--- src/hw/rtl/ldq_pkg.sv ---
// Shared types, codes and constants for the linked deque with free list.
`timescale 1ns / 1ps

package ldq_pkg;

  // Node pointers are six bits wide; the all-ones code marks a null link.
  localparam int PTR_W = 6;
  localparam logic [PTR_W-1:0] NULL_PTR = 6'd63;

  // Default pool size and the longest listing one command may produce.
  localparam int POOL_NODES_DEF = 32;
  localparam int MAX_RESULTS = 32;
  localparam int CNT_W = $clog2(MAX_RESULTS);

  // Command codes.
  localparam logic [2:0] CMD_PUSH_FRONT = 3'd0;
  localparam logic [2:0] CMD_PUSH_BACK  = 3'd1;
  localparam logic [2:0] CMD_POP_FRONT  = 3'd2;
  localparam logic [2:0] CMD_POP_BACK   = 3'd3;
  localparam logic [2:0] CMD_LIST_FWD   = 3'd4;
  localparam logic [2:0] CMD_LIST_BWD   = 3'd5;
  localparam logic [2:0] CMD_LIST_FREE  = 3'd6;
  localparam logic [2:0] CMD_NOP        = 3'd7;

  // Result status codes.
  localparam logic [1:0] ST_OK    = 2'd0;
  localparam logic [1:0] ST_EMPTY = 2'd1;
  localparam logic [1:0] ST_FULL  = 2'd2;

  // One input beat.
  typedef struct packed {
    logic [2:0]         cmd;
    logic signed [31:0] value;
  } ldq_in_t;

  // One result beat.
  typedef struct packed {
    logic [1:0]         status;
    logic signed [31:0] item;
    logic               last;
  } ldq_out_t;

  // Datapath operations issued by the controller, one per cycle.
  typedef enum logic [3:0] {
    OP_NONE,
    OP_TAKE_FRESH,
    OP_FREE_RD,
    OP_FREE_POP,
    OP_LINK,
    OP_LINK_END,
    OP_END_RD,
    OP_UNLINK,
    OP_GIVE,
    OP_WALK_START,
    OP_WALK_RD,
    OP_WALK_EMIT,
    OP_EMIT_ERR
  } ldq_op_t;

  // Controller to datapath.
  typedef struct packed {
    logic       load;
    ldq_op_t    op;
    logic [1:0] err_status;
  } ldq_ctl_t;

  // Datapath to controller.
  typedef struct packed {
    logic [2:0] cmd;
    logic       free_ok;
    logic       fresh_ok;
    logic       end_ok;
    logic       start_ok;
    logic       walk_fin;
  } ldq_stat_t;

endpackage

--- src/hw/rtl/ldq_ctrl.sv ---
// Command sequencer for the linked deque: walks each command through its steps.
`timescale 1ns / 1ps

module ldq_ctrl
  import ldq_pkg::*;
(
  input  logic      clk,
  input  logic      rst_n,
  input  logic      start,
  output logic      busy,
  input  ldq_stat_t stat,
  output ldq_ctl_t  ctl
);

  typedef enum logic [3:0] {
    S_IDLE,
    S_DECODE,
    S_FREE_POP,
    S_LINK,
    S_LINK_END,
    S_UNLINK,
    S_GIVE,
    S_WALK_RD,
    S_WALK_EMIT
  } state_t;

  state_t state_r, state_nxt;

  assign busy = (state_r != S_IDLE);

  // Next state and the datapath operation for this cycle.
  always_comb begin
    state_nxt      = state_r;
    ctl.load       = 1'b0;
    ctl.op         = OP_NONE;
    ctl.err_status = ST_EMPTY;
    unique case (state_r)
      S_IDLE: begin
        if (start) begin
          ctl.load  = 1'b1;
          state_nxt = S_DECODE;
        end
      end
      S_DECODE: begin
        unique case (stat.cmd)
          CMD_PUSH_FRONT, CMD_PUSH_BACK: begin
            // Reuse a freed node first, then a never-used one.
            if (stat.free_ok) begin
              ctl.op    = OP_FREE_RD;
              state_nxt = S_FREE_POP;
            end else if (stat.fresh_ok) begin
              ctl.op    = OP_TAKE_FRESH;
              state_nxt = S_LINK;
            end else begin
              ctl.op         = OP_EMIT_ERR;
              ctl.err_status = ST_FULL;
              state_nxt      = S_IDLE;
            end
          end
          CMD_POP_FRONT, CMD_POP_BACK: begin
            if (stat.end_ok) begin
              ctl.op    = OP_END_RD;
              state_nxt = S_UNLINK;
            end else begin
              ctl.op    = OP_EMIT_ERR;
              state_nxt = S_IDLE;
            end
          end
          CMD_LIST_FWD, CMD_LIST_BWD, CMD_LIST_FREE: begin
            if (stat.start_ok) begin
              ctl.op    = OP_WALK_START;
              state_nxt = S_WALK_RD;
            end else begin
              ctl.op    = OP_EMIT_ERR;
              state_nxt = S_IDLE;
            end
          end
          default: begin
            // Unused command code: no result.
            state_nxt = S_IDLE;
          end
        endcase
      end
      S_FREE_POP: begin
        ctl.op    = OP_FREE_POP;
        state_nxt = S_LINK;
      end
      S_LINK: begin
        ctl.op    = OP_LINK;
        state_nxt = S_LINK_END;
      end
      S_LINK_END: begin
        ctl.op    = OP_LINK_END;
        state_nxt = S_IDLE;
      end
      S_UNLINK: begin
        ctl.op    = OP_UNLINK;
        state_nxt = S_GIVE;
      end
      S_GIVE: begin
        ctl.op    = OP_GIVE;
        state_nxt = S_IDLE;
      end
      S_WALK_RD: begin
        ctl.op    = OP_WALK_RD;
        state_nxt = S_WALK_EMIT;
      end
      S_WALK_EMIT: begin
        ctl.op    = OP_WALK_EMIT;
        state_nxt = stat.walk_fin ? S_IDLE : S_WALK_RD;
      end
      default: begin
        state_nxt = S_IDLE;
      end
    endcase
  end

  // State register.
  always_ff @(posedge clk) begin
    if (!rst_n) begin
      state_r <= S_IDLE;
    end else begin
      state_r <= state_nxt;
    end
  end

endmodule

--- src/hw/rtl/ldq_dpath.sv ---
// Node pool memories, list pointers and result register of the linked deque.
`timescale 1ns / 1ps

module ldq_dpath
  import ldq_pkg::*;
#(
  parameter int POOL_NODES = POOL_NODES_DEF
) (
  input  logic      clk,
  input  logic      rst_n,
  input  ldq_in_t   in_data,
  input  ldq_ctl_t  ctl,
  output ldq_stat_t stat,
  output logic      out_valid,
  output ldq_out_t  out_data
);

  localparam int AW = (POOL_NODES > 1) ? $clog2(POOL_NODES) : 1;
  localparam logic [PTR_W-1:0] POOL_PTR = PTR_W'(POOL_NODES);
  localparam logic [CNT_W-1:0] CNT_LAST = CNT_W'(MAX_RESULTS - 1);

  // Node pool: value, previous link and next link, one entry per node.
  logic signed [31:0] mem_value [POOL_NODES];
  logic [PTR_W-1:0]   mem_prev  [POOL_NODES];
  logic [PTR_W-1:0]   mem_next  [POOL_NODES];

  logic signed [31:0] rd_value_r;
  logic [PTR_W-1:0]   rd_prev_r, rd_next_r;

  logic [PTR_W-1:0]   front_r, back_r, free_r, fresh_r;
  logic [PTR_W-1:0]   cur_r;
  logic [2:0]         cmd_r;
  logic signed [31:0] val_r;
  logic [CNT_W-1:0]   cnt_r;

  logic               out_valid_r;
  ldq_out_t           out_r;

  function automatic logic is_node(input logic [PTR_W-1:0] p);
    return p < POOL_PTR;
  endfunction

  function automatic logic [AW-1:0] idx(input logic [PTR_W-1:0] p);
    return p[AW-1:0];
  endfunction

  logic [PTR_W-1:0] walk_nx;
  logic [PTR_W-1:0] walk_start;
  logic             is_front;

  assign is_front = (cmd_r == CMD_PUSH_FRONT) || (cmd_r == CMD_POP_FRONT);
  assign walk_nx  = (cmd_r == CMD_LIST_BWD) ? rd_prev_r : rd_next_r;

  // Starting pointer of a listing.
  always_comb begin
    unique case (cmd_r)
      CMD_LIST_FWD: walk_start = front_r;
      CMD_LIST_BWD: walk_start = back_r;
      default:      walk_start = free_r;
    endcase
  end

  // Status for the controller.
  always_comb begin
    stat.cmd      = cmd_r;
    stat.free_ok  = is_node(free_r);
    stat.fresh_ok = fresh_r < POOL_PTR;
    stat.end_ok   = is_node(is_front ? front_r : back_r);
    stat.start_ok = is_node(walk_start);
    stat.walk_fin = !is_node(walk_nx) || (cnt_r == CNT_LAST);
  end

  // Memory port control: one read address, one write per memory per cycle.
  logic             rd_en;
  logic [PTR_W-1:0] rd_addr;
  logic             val_we;
  logic             prev_we, next_we;
  logic [PTR_W-1:0] prev_wa, prev_wd, next_wa, next_wd;

  always_comb begin
    rd_en   = 1'b0;
    rd_addr = cur_r;
    val_we  = 1'b0;
    prev_we = 1'b0;
    prev_wa = cur_r;
    prev_wd = NULL_PTR;
    next_we = 1'b0;
    next_wa = cur_r;
    next_wd = NULL_PTR;
    unique case (ctl.op)
      OP_FREE_RD: begin
        rd_en   = 1'b1;
        rd_addr = free_r;
      end
      OP_END_RD: begin
        rd_en   = 1'b1;
        rd_addr = is_front ? front_r : back_r;
      end
      OP_WALK_RD: begin
        rd_en = 1'b1;
      end
      OP_LINK: begin
        // New node: value and both links written together.
        val_we  = 1'b1;
        prev_we = 1'b1;
        next_we = 1'b1;
        prev_wd = is_front ? NULL_PTR : back_r;
        next_wd = is_front ? front_r : NULL_PTR;
      end
      OP_LINK_END: begin
        // Point the old end node back at the new one.
        if (is_front) begin
          prev_we = is_node(front_r);
          prev_wa = front_r;
          prev_wd = cur_r;
        end else begin
          next_we = is_node(back_r);
          next_wa = back_r;
          next_wd = cur_r;
        end
      end
      OP_UNLINK: begin
        // The new end node loses its link to the removed one.
        if (is_front) begin
          prev_we = is_node(rd_next_r);
          prev_wa = rd_next_r;
        end else begin
          next_we = is_node(rd_prev_r);
          next_wa = rd_prev_r;
        end
      end
      OP_GIVE: begin
        next_we = 1'b1;
        next_wd = free_r;
      end
      default: begin
      end
    endcase
  end

  // Node pool memories with registered read data.
  always_ff @(posedge clk) begin
    if (val_we) begin
      mem_value[idx(cur_r)] <= val_r;
    end
    if (prev_we) begin
      mem_prev[idx(prev_wa)] <= prev_wd;
    end
    if (next_we) begin
      mem_next[idx(next_wa)] <= next_wd;
    end
    if (rd_en) begin
      rd_value_r <= mem_value[idx(rd_addr)];
      rd_prev_r  <= mem_prev[idx(rd_addr)];
      rd_next_r  <= mem_next[idx(rd_addr)];
    end
  end

  // List pointers and the count of nodes taken fresh so far.
  always_ff @(posedge clk) begin
    if (!rst_n) begin
      front_r <= NULL_PTR;
      back_r  <= NULL_PTR;
      free_r  <= NULL_PTR;
      fresh_r <= '0;
    end else begin
      unique case (ctl.op)
        OP_TAKE_FRESH: fresh_r <= fresh_r + 1'b1;
        OP_FREE_POP:   free_r  <= rd_next_r;
        OP_LINK_END: begin
          if (is_front) begin
            front_r <= cur_r;
            if (!is_node(front_r)) begin
              back_r <= cur_r;
            end
          end else begin
            back_r <= cur_r;
            if (!is_node(back_r)) begin
              front_r <= cur_r;
            end
          end
        end
        OP_UNLINK: begin
          if (is_front) begin
            front_r <= rd_next_r;
            if (!is_node(rd_next_r)) begin
              back_r <= NULL_PTR;
            end
          end else begin
            back_r <= rd_prev_r;
            if (!is_node(rd_prev_r)) begin
              front_r <= NULL_PTR;
            end
          end
        end
        OP_GIVE: free_r <= cur_r;
        default: begin
        end
      endcase
    end
  end

  // Command, value, working pointer and listing count.
  always_ff @(posedge clk) begin
    if (ctl.load) begin
      cmd_r <= in_data.cmd;
      val_r <= in_data.value;
    end
    unique case (ctl.op)
      OP_TAKE_FRESH: cur_r <= fresh_r;
      OP_FREE_RD:    cur_r <= free_r;
      OP_END_RD:     cur_r <= is_front ? front_r : back_r;
      OP_UNLINK:     val_r <= rd_value_r;
      OP_WALK_START: begin
        cur_r <= walk_start;
        cnt_r <= '0;
      end
      OP_WALK_EMIT: begin
        cur_r <= walk_nx;
        cnt_r <= cnt_r + 1'b1;
      end
      default: begin
      end
    endcase
  end

  // Result register: one beat per strobe.
  always_ff @(posedge clk) begin
    if (!rst_n) begin
      out_valid_r <= 1'b0;
    end else begin
      out_valid_r <= (ctl.op == OP_LINK_END) || (ctl.op == OP_GIVE) ||
                     (ctl.op == OP_WALK_EMIT) || (ctl.op == OP_EMIT_ERR);
    end
    unique case (ctl.op)
      OP_LINK_END, OP_GIVE: begin
        out_r.status <= ST_OK;
        out_r.item   <= val_r;
        out_r.last   <= 1'b1;
      end
      OP_WALK_EMIT: begin
        out_r.status <= ST_OK;
        out_r.item   <= rd_value_r;
        out_r.last   <= stat.walk_fin;
      end
      OP_EMIT_ERR: begin
        out_r.status <= ctl.err_status;
        out_r.item   <= '0;
        out_r.last   <= 1'b1;
      end
      default: begin
      end
    endcase
  end

  assign out_valid = out_valid_r;
  assign out_data  = out_r;

endmodule

--- src/hw/rtl/linked_deque_with_free_list.sv ---
// A push takes a node (popping the free list first when it reuses a freed node), writes it
// and links the old end node back to it; a pop reads the end node, unlinks it and frees it;
// a failed push or pop emits its error from decode. A listing reads, then emits, each node,
// as each step of the walk waits on the registered read port of the node pool memories.
// Reset empties the deque and the free list and marks every node unused; the pool
// memories are not cleared. The receiver cannot stall: each result stands one cycle.
`timescale 1ns / 1ps

module linked_deque_with_free_list
  import ldq_pkg::*;
#(
  parameter int POOL_NODES = POOL_NODES_DEF
) (
  input  logic     clk,
  input  logic     rst_n,
  input  logic     start,
  output logic     busy,
  input  ldq_in_t  in_data,
  output logic     out_valid,
  output ldq_out_t out_data
);

  ldq_ctl_t  ctl;
  ldq_stat_t stat;

  // Command sequencer.
  ldq_ctrl u_ctrl (
    .clk   (clk),
    .rst_n (rst_n),
    .start (start),
    .busy  (busy),
    .stat  (stat),
    .ctl   (ctl)
  );

  // Node pool and pointers.
  ldq_dpath #(
    .POOL_NODES (POOL_NODES)
  ) u_dpath (
    .clk       (clk),
    .rst_n     (rst_n),
    .in_data   (in_data),
    .ctl       (ctl),
    .stat      (stat),
    .out_valid (out_valid),
    .out_data  (out_data)
  );

endmodule

--- config.mk ---
export PLATFORM = sky130hd
export DESIGN_NAME = linked_deque_with_free_list
export DESIGN_NICKNAME = d
export VERILOG_FILES = /design/src/hw/rtl/ldq_pkg.sv /design/src/hw/rtl/ldq_ctrl.sv /design/src/hw/rtl/ldq_dpath.sv /design/src/hw/rtl/linked_deque_with_free_list.sv
export SDC_FILE = /design/constraint.sdc
export NUM_CORES = 2
export LEC_CHECK = 0
export ABC_AREA = 1
export BUFFER_PORTS_ARGS = -buffer_cell sky130_fd_sc_hd__buf_4
export CAP_MARGIN = 5
export CORE_UTILIZATION = 32
export CTS_BUF_LIST = sky130_fd_sc_hd__clkbuf_4 sky130_fd_sc_hd__clkbuf_8
export DETAILED_ROUTE_END_ITERATION = 16
export SYNTH_ARGS = -nofsm -noshare
export SYNTH_HDL_FRONTEND = slang
export SYNTH_SLANG_ARGS = --single-unit
--- constraint.sdc ---
create_clock -name clk -period 3.3 [get_ports clk]
set_input_delay 0.495 -clock clk [delete_from_list [all_inputs] [get_ports clk]]
set_output_delay 0.495 -clock clk [all_outputs]
set_load 0.03 [all_outputs]
# [Yosys cells after proc, flatten, opt, wreduce, memory -nomap -nowiden]
# Memories as Yosys holds them, arrays and structs flattened. A register that Yosys moved wholly into a read port is not among the register bits.
# Index checks and enable logic that the tools add are counted.
[totals] inputBits=38 mem_bits_rw=1408 reg_bits=110 mem_count=3
[op_classes] n_eq_ne=32 add_sub_neg=2 mux=66 magnitude_cmp=9 n_reduce_logical=23
[memory_table] memory="u_dpath.mem_value" depth=32 word_bits=32 rd=1 rd_ports_with_merged_regs=1 wr=1 line="ldq_dpath.sv:23" source="logic signed [31:0] mem_value [POOL_NODES];"
[memory_table] memory="u_dpath.mem_next" depth=32 word_bits=6 rd=1 rd_ports_with_merged_regs=1 wr=1 line="ldq_dpath.sv:25" source="logic [PTR_W-1:0] mem_next [POOL_NODES];"
[memory_table] memory="u_dpath.mem_prev" depth=32 word_bits=6 rd=1 rd_ports_with_merged_regs=1 wr=1 line="ldq_dpath.sv:24" source="logic [PTR_W-1:0] mem_prev [POOL_NODES];"
[ops] operator="one-hot mux 35 bit (3 select lines)" n=1
[ops] operator="2-to-1 mux 6 bit" n=14
[ops] operator="2-to-1 mux 32 bit" n=2
[ops] operator="one-hot mux 6 bit (2 select lines)" n=5
[ops] operator="less-than comparator 6 bit (second input constant)" n=9
[ops] operator="one-hot mux 5 bit (2 select lines)" n=4
[ops] operator="equality test 4 x 3 -> 1 bit (second input constant)" n=8
[ops] operator="one-hot mux 4 bit (8 select lines)" n=1
[ops] operator="one-hot mux 6 bit (5 select lines)" n=1
[ops] operator="one-hot mux 4 bit (7 select lines)" n=1
[ops] operator="equality test 4 bit (second input constant)" n=6
[ops] operator="one-hot mux 4 bit (3 select lines)" n=2
[ops] operator="2-to-1 mux 4 bit" n=5
[ops] operator="2-to-1 mux 5 bit" n=4
[ops] operator="one-hot mux 6 bit (3 select lines)" n=1
[ops] operator="equality test 4 x 2 -> 1 bit (second input constant)" n=4
[ops] operator="2-to-1 mux 1 bit" n=14
[ops] operator="2-to-1 mux 3 bit" n=4
[ops] operator="2-to-1 mux 2 bit" n=5
[ops] operator="equality test 3 bit (second input constant)" n=3
[ops] operator="equality test 4 x 1 -> 1 bit (second input constant)" n=2
[ops] operator="nonzero test 2 bit" n=4
[ops] operator="OR reduction 2 bit" n=4
[ops] operator="adder 6 x 1 -> 6 bit (second input constant)" n=1
[ops] operator="other kinds (17)" n=27

# [Logic depth before layout (Yosys ltp)]
[logic_depth] word_depth=12 mapped_depth=20

# [Cells and area by module]
# From an unflattened synthesis, not the netlist that was laid out.
[hier_totals] cells_unflattened=7083 hier_area_um2=71619.9
[modules_own_cells] mod="ldq_dpath" n_inst=1 seq_area_each_um2=46534.6 area_per_inst_um2=71157.0 cells_per_inst=6992
[modules_own_cells] mod="ldq_ctrl" n_inst=1 seq_area_each_um2=80.1 area_per_inst_um2=462.9 cells_per_inst=91

# [Worst setup path before layout]
# Ideal clock, no wire load.
[synth_timing] path_type="register to register" start="register u_ctrl.state_r[3]" end="register u_dpath.val_r[0], enable pin" t_required_ns=2.834 synth_period_minus_slack_ns=3.547 arrival_ns=3.081 path_slack_ns=-0.247 n_path_buf=0 setup_time_ns=0.466 path_stages_with_launch=4 path_cell_list="dfxtp_1 -> nor2_4 -> nand2_1 -> o21ai_0"
[synth_via] elab_chain_cells=4
[synth_lines] item="from (decl)" line="ldq_ctrl.sv:27" source="state_t state_r, state_nxt;"
[synth_lines] item="from (signal assigned)" line="ldq_ctrl.sv:123" source="state_r <= state_nxt;"
[synth_lines] item="equality test 4 bit, or another cell as far along" line="ldq_ctrl.sv:37" source="unique case (state_r)"
[synth_lines] item="one-hot mux 4 bit (8 select lines)" line="ldq_ctrl.sv:37"
[synth_lines] item="equality test 4 x 3 -> 1 bit" line="ldq_dpath.sv:209" source="unique case (ctl.op)"
[synth_lines] item="nonzero test 2 bit (no source line) *"
[synth_lines] item="to (signal assigned)" line="ldq_dpath.sv:207" source="val_r <= in_data.value;"
[synth_lines] item="to (signal assigned)" line="ldq_dpath.sv:213" source="OP_UNLINK: val_r <= rd_value_r;"
[synth_lines] item="to (decl)" line="ldq_dpath.sv:33" source="logic signed [31:0] val_r;"
# Mark *: on every way between the ends. The rest lies on a longest branch, timed or not.
# A chain may end at the register's enable or synchronous reset.

# [Worst setup path after layout]
[layout_timing] start="register u_ctrl.state_r[1]" end="memory u_dpath.mem_prev[26][4], enable pin"
[layout_via] elab_chain_cells=6
[layout_lines] item="equality test 4 bit, or another cell as far along" line="ldq_ctrl.sv:37"
[layout_lines] item="one-hot mux 4 bit (8 select lines) *" line="ldq_ctrl.sv:37"
[layout_lines] item="equality test 4 x 3 -> 1 bit" line="ldq_dpath.sv:90" source="unique case (ctl.op)"
[layout_lines] item="one-hot mux 1 bit (3 select lines)" line="ldq_dpath.sv:90"
[layout_lines] item="2-to-1 mux 1 bit" line="ldq_dpath.sv:146" source="if (prev_we) begin"
[layout_lines] item="2-to-1 mux 1 bit (not written as such)" line="ldq_dpath.sv:147" source="mem_prev[idx(prev_wa)] <= prev_wd;"
[layout_lines] item="to (decl)" line="ldq_dpath.sv:24"
# Marks and branches as above.

==> impl_results.md <==
- Placed Instances: 9,212
- Worst setup SP type: flip-flop
- Synthesized area per cell: 10.74 um^2
- Unrepaired setup endpoints after global routing: true
- Top delay family on crit path: simple AND/OR/NAND/NOR gates
- Worst hold slack: 294.5 ps
- Hold Crit Class: in2reg
- Worst-margin pin slew: 1226 ps
- CP Capture Type: flip-flop
- Routed WL: 205.5 mm
- Final net count: 6,711
- Clock Path Buffers: 3
- Max_slew headroom: 0.1827
- CP max stage cell: nor2_1
- Register area share after synthesis: 0.6778
- Hpwl dp: 112.1 mm
- Netlist cell types: 42
- # IOs: 75
- Max stage delay on crit path: 530 ps
- Residual DRC: 0
- Clk_skew: 76.60 ps
- Fmax: 320.9 MHz
- DP Area: 0.07492 mm^2
- Die span in x: 465.6 um
- Lkg Pwr: 0.03154 uW
- Top FF cell, synth: edfxtp_1
- Final Wtd Congestion: 0.8992
- Die Area: 0.2168 mm^2
- Filler instances: 20,620
- Total track usage: 0.1858
- Crit share post-route: 0.9444
- H-tree lvl count: 4
- CP Buf/Inv Count: 4
- Status: finished clean
- PwrDens: 524.1 mW/mm^2
- Final-report hold violation count: 0
- CP Max Fanout: 9
- Core area: 0.2129 mm^2
- GRT overflow: 0
- Initial antenna violation count: 4
- First-pass GRT wire length: 305.1 mm
- CTS sink count: 1,562
- DRT iter0 DRCs: 5,839
- Die height: 465.6 um
- Root Buffer: clkbuf_8
- Cells after Synth: 6,404
- #FFs+latches synth: 1,562
- Final slew viol count: 0
- Mapped Area: 0.06878 mm^2
- Routed WL per cell: 21.20 um
- Vias: 49,250
- FFs w/ async S/R, synth: 0
- Peak VDD IR: 0.4438 mV
- Pre-Repair DR Iteration Count: 9
- Largest net degree at the start of global routing: 150
- Starting density of the core: 0.3230
- Via density: 5.080
- Arr. time, crit path: 3720 ps
- CTS Buf Count: 238
- Post-synthesis net count: 6,445
- Crit path kind: reg2reg
- Clock transition at the registers of the reported paths: 60 ps
- Final setup vio count: 0
- Area Growth Syn to Fin: 16.50%
- Post-layout util: 0.3763
- Vias in the first global route: 47,580
- Port Buf Inserts: 74
- Final Non-Filler Cells: 9,694
- Proportion of layout cells with a drive suffix above 1: 0.1231
- Design area: 0.08013 mm^2
- Max-cap violations: 0
- Critical Path RT: 3900 ps
- Antenna viol nets, final: 0
- Count of flip-flops with a built-in enable after synthesis: 1,533
- Ordered cell list for the critical path: nor2_1 > inv_1 > nor2_1 > inv_1 > nand2_1 > buf_4 > o21ai_0 > nand2_1 > inv_1 > nand2_1 > nor2_1
- Fin crit period: 3116 ps
- # rows: 169
- CTS tree: yes
- Synthesis warning total: 0
- Clock Latency Late Sink: 1030 ps
## per-layer routing
| metal | track usage | share of wire | vias up |
|---|---|---|---|
| met5 | 0 | 0.0011 | - |
| met4 | 0.06601 | 0.033 | 4 |
| met3 | 0.03532 | 0.091 | 426 |
| met2 | 0.2916 | 0.45 | 2297 |
| met1 | 0.2559 | 0.42 | 24060 |
| li1 | - | - | 22460 |
## placed cells by master, fill, tap and decap left out, drive strengths merged, types with 29 or more instances in the layout
cell / instances
dlygate4sd3: 37
buf: 399
clkinv: 99
dfxtp: 29
a21oi: 34
nand2: 1636
clkbuf: 317
inv: 702
nand3b: 310
edfxtp: 1533
nand3: 1406
nor2: 167
o21ai: 118
## per-stage QoR
stage | total power [uW] | TNS, ps | setup slack (ps)
finish | 41990 | 0 | 183.5
detailed placement | 26100 | 0 | 90.85
global placement | 26070 | 0 | 95.98
floorplan | 24750 | 0 | 190.8
CTS | 42210 | 0 | 77.85
global route | 43410 | -104.5 | -15.31
## area by class of cell
cell class / count / area, um^2 / share of cell area
timing repair buffer: 437 / 4801 / 0.05992
clock inverter: 121 / 855.8 / 0.01068
tap: 2821 / 3530 / 0.04405
multi-input combinational: 3738 / 17820 / 0.2224
antenna: 6 / 15.01 / 0.0001874
inverter: 693 / 2619 / 0.03268
sequential: 1562 / 46610 / 0.5818
clock buffer: 316 / 3874 / 0.04835
## worst min-delay path, stage by stage
cell,delay (ps)
dlygate4sd3_1,530
buf_4,100
nand2_1,40
o21ai_0,60
## power breakdown
part | total [uW] | internal [uW] | switching, uW
sequential | 22500 | 22100 | 341
combinational | 3310 | 1030 | 2280
clock | 16200 | 8320 | 7910
total | 42000 | 31500 | 10500
## cells by family after synthesis
family | Yosys count | synth area share
fa+ha+maj | 3 | 0.0005458
compound gates | 196 | 0.01588
flops | 1562 | 0.6778
simple gates | 3538 | 0.2372
buf+inv | 1104 | 0.06844
xor+xnor | 1 | 0.0001274
## state kept, by name, summed over array words and instances, names as in the netlist, 6 cells and up
| name | flops |
|---|---|
| u_dpath.mem_value | 1024 |
| u_dpath.mem_next | 192 |
| u_dpath.mem_prev | 192 |
| u_dpath.out_data | 35 |
| u_dpath.rd_value_r | 32 |
| u_dpath.val_r | 32 |
| u_dpath.back_r | 6 |
| u_dpath.cur_r | 6 |
| u_dpath.free_r | 6 |
| u_dpath.fresh_r | 6 |
| u_dpath.front_r | 6 |
| u_dpath.rd_next_r | 6 |
| u_dpath.rd_prev_r | 6 |
## synth_stat cells (2+ instances only)
cell / instances / area, um^2
nand2_1: 1626 / 6103
edfxtp_1: 1533 / 46030
nand3_1: 1405 / 7032
inv_1: 683 / 2564
nand3b_1: 310 / 2327
buf_2: 273 / 1366
nor2_1: 161 / 604.3
o21ai_0: 117 / 585.6
clkbuf_1: 70 / 262.8
buf_4: 36 / 270.3
a21oi_1: 33 / 165.2
dfxtp_1: 29 / 580.6
buf_1: 20 / 75.07
o211ai_1: 14 / 105.1
buf_6: 9 / 101.4
nand2_2: 9 / 56.30
a31oi_1: 8 / 50.05
nor3_1: 8 / 40.04
inv_2: 6 / 22.52
o221ai_1: 6 / 52.55
a211oi_1: 5 / 37.54
a22oi_1: 5 / 37.54
nor3b_1: 5 / 37.54
clkinv_1: 4 / 15.01
ha_1: 3 / 37.54
nand4_1: 3 / 18.77
nor2_2: 3 / 18.77
nor2_4: 3 / 33.78
clkbuf_4: 2 / 15.01
nor4_1: 2 / 12.51
o22ai_1: 2 / 12.51
## path summary, 6_finish.rpt
path	slack, ps	cells after the start	end	startpoint
max reg2reg	180	11	u_dpath.mem_prev[26][4]	u_ctrl.state_r[1]
min reg2reg	500	2	u_dpath.back_r[4]	u_dpath.back_r[4]
min	290	4	u_dpath.val_r[11]	in_data[11]
max	180	11	u_dpath.mem_prev[26][4]	u_ctrl.state_r[1]
## what timing repair did
item,CTS,global route
hold buffers,37,0
endpoints found under the hold margin,54,0
endpoints found under the setup margin,0,20
setup buffers,0,1
resized for setup,0,10
Power figures use the tool's default switching activity.
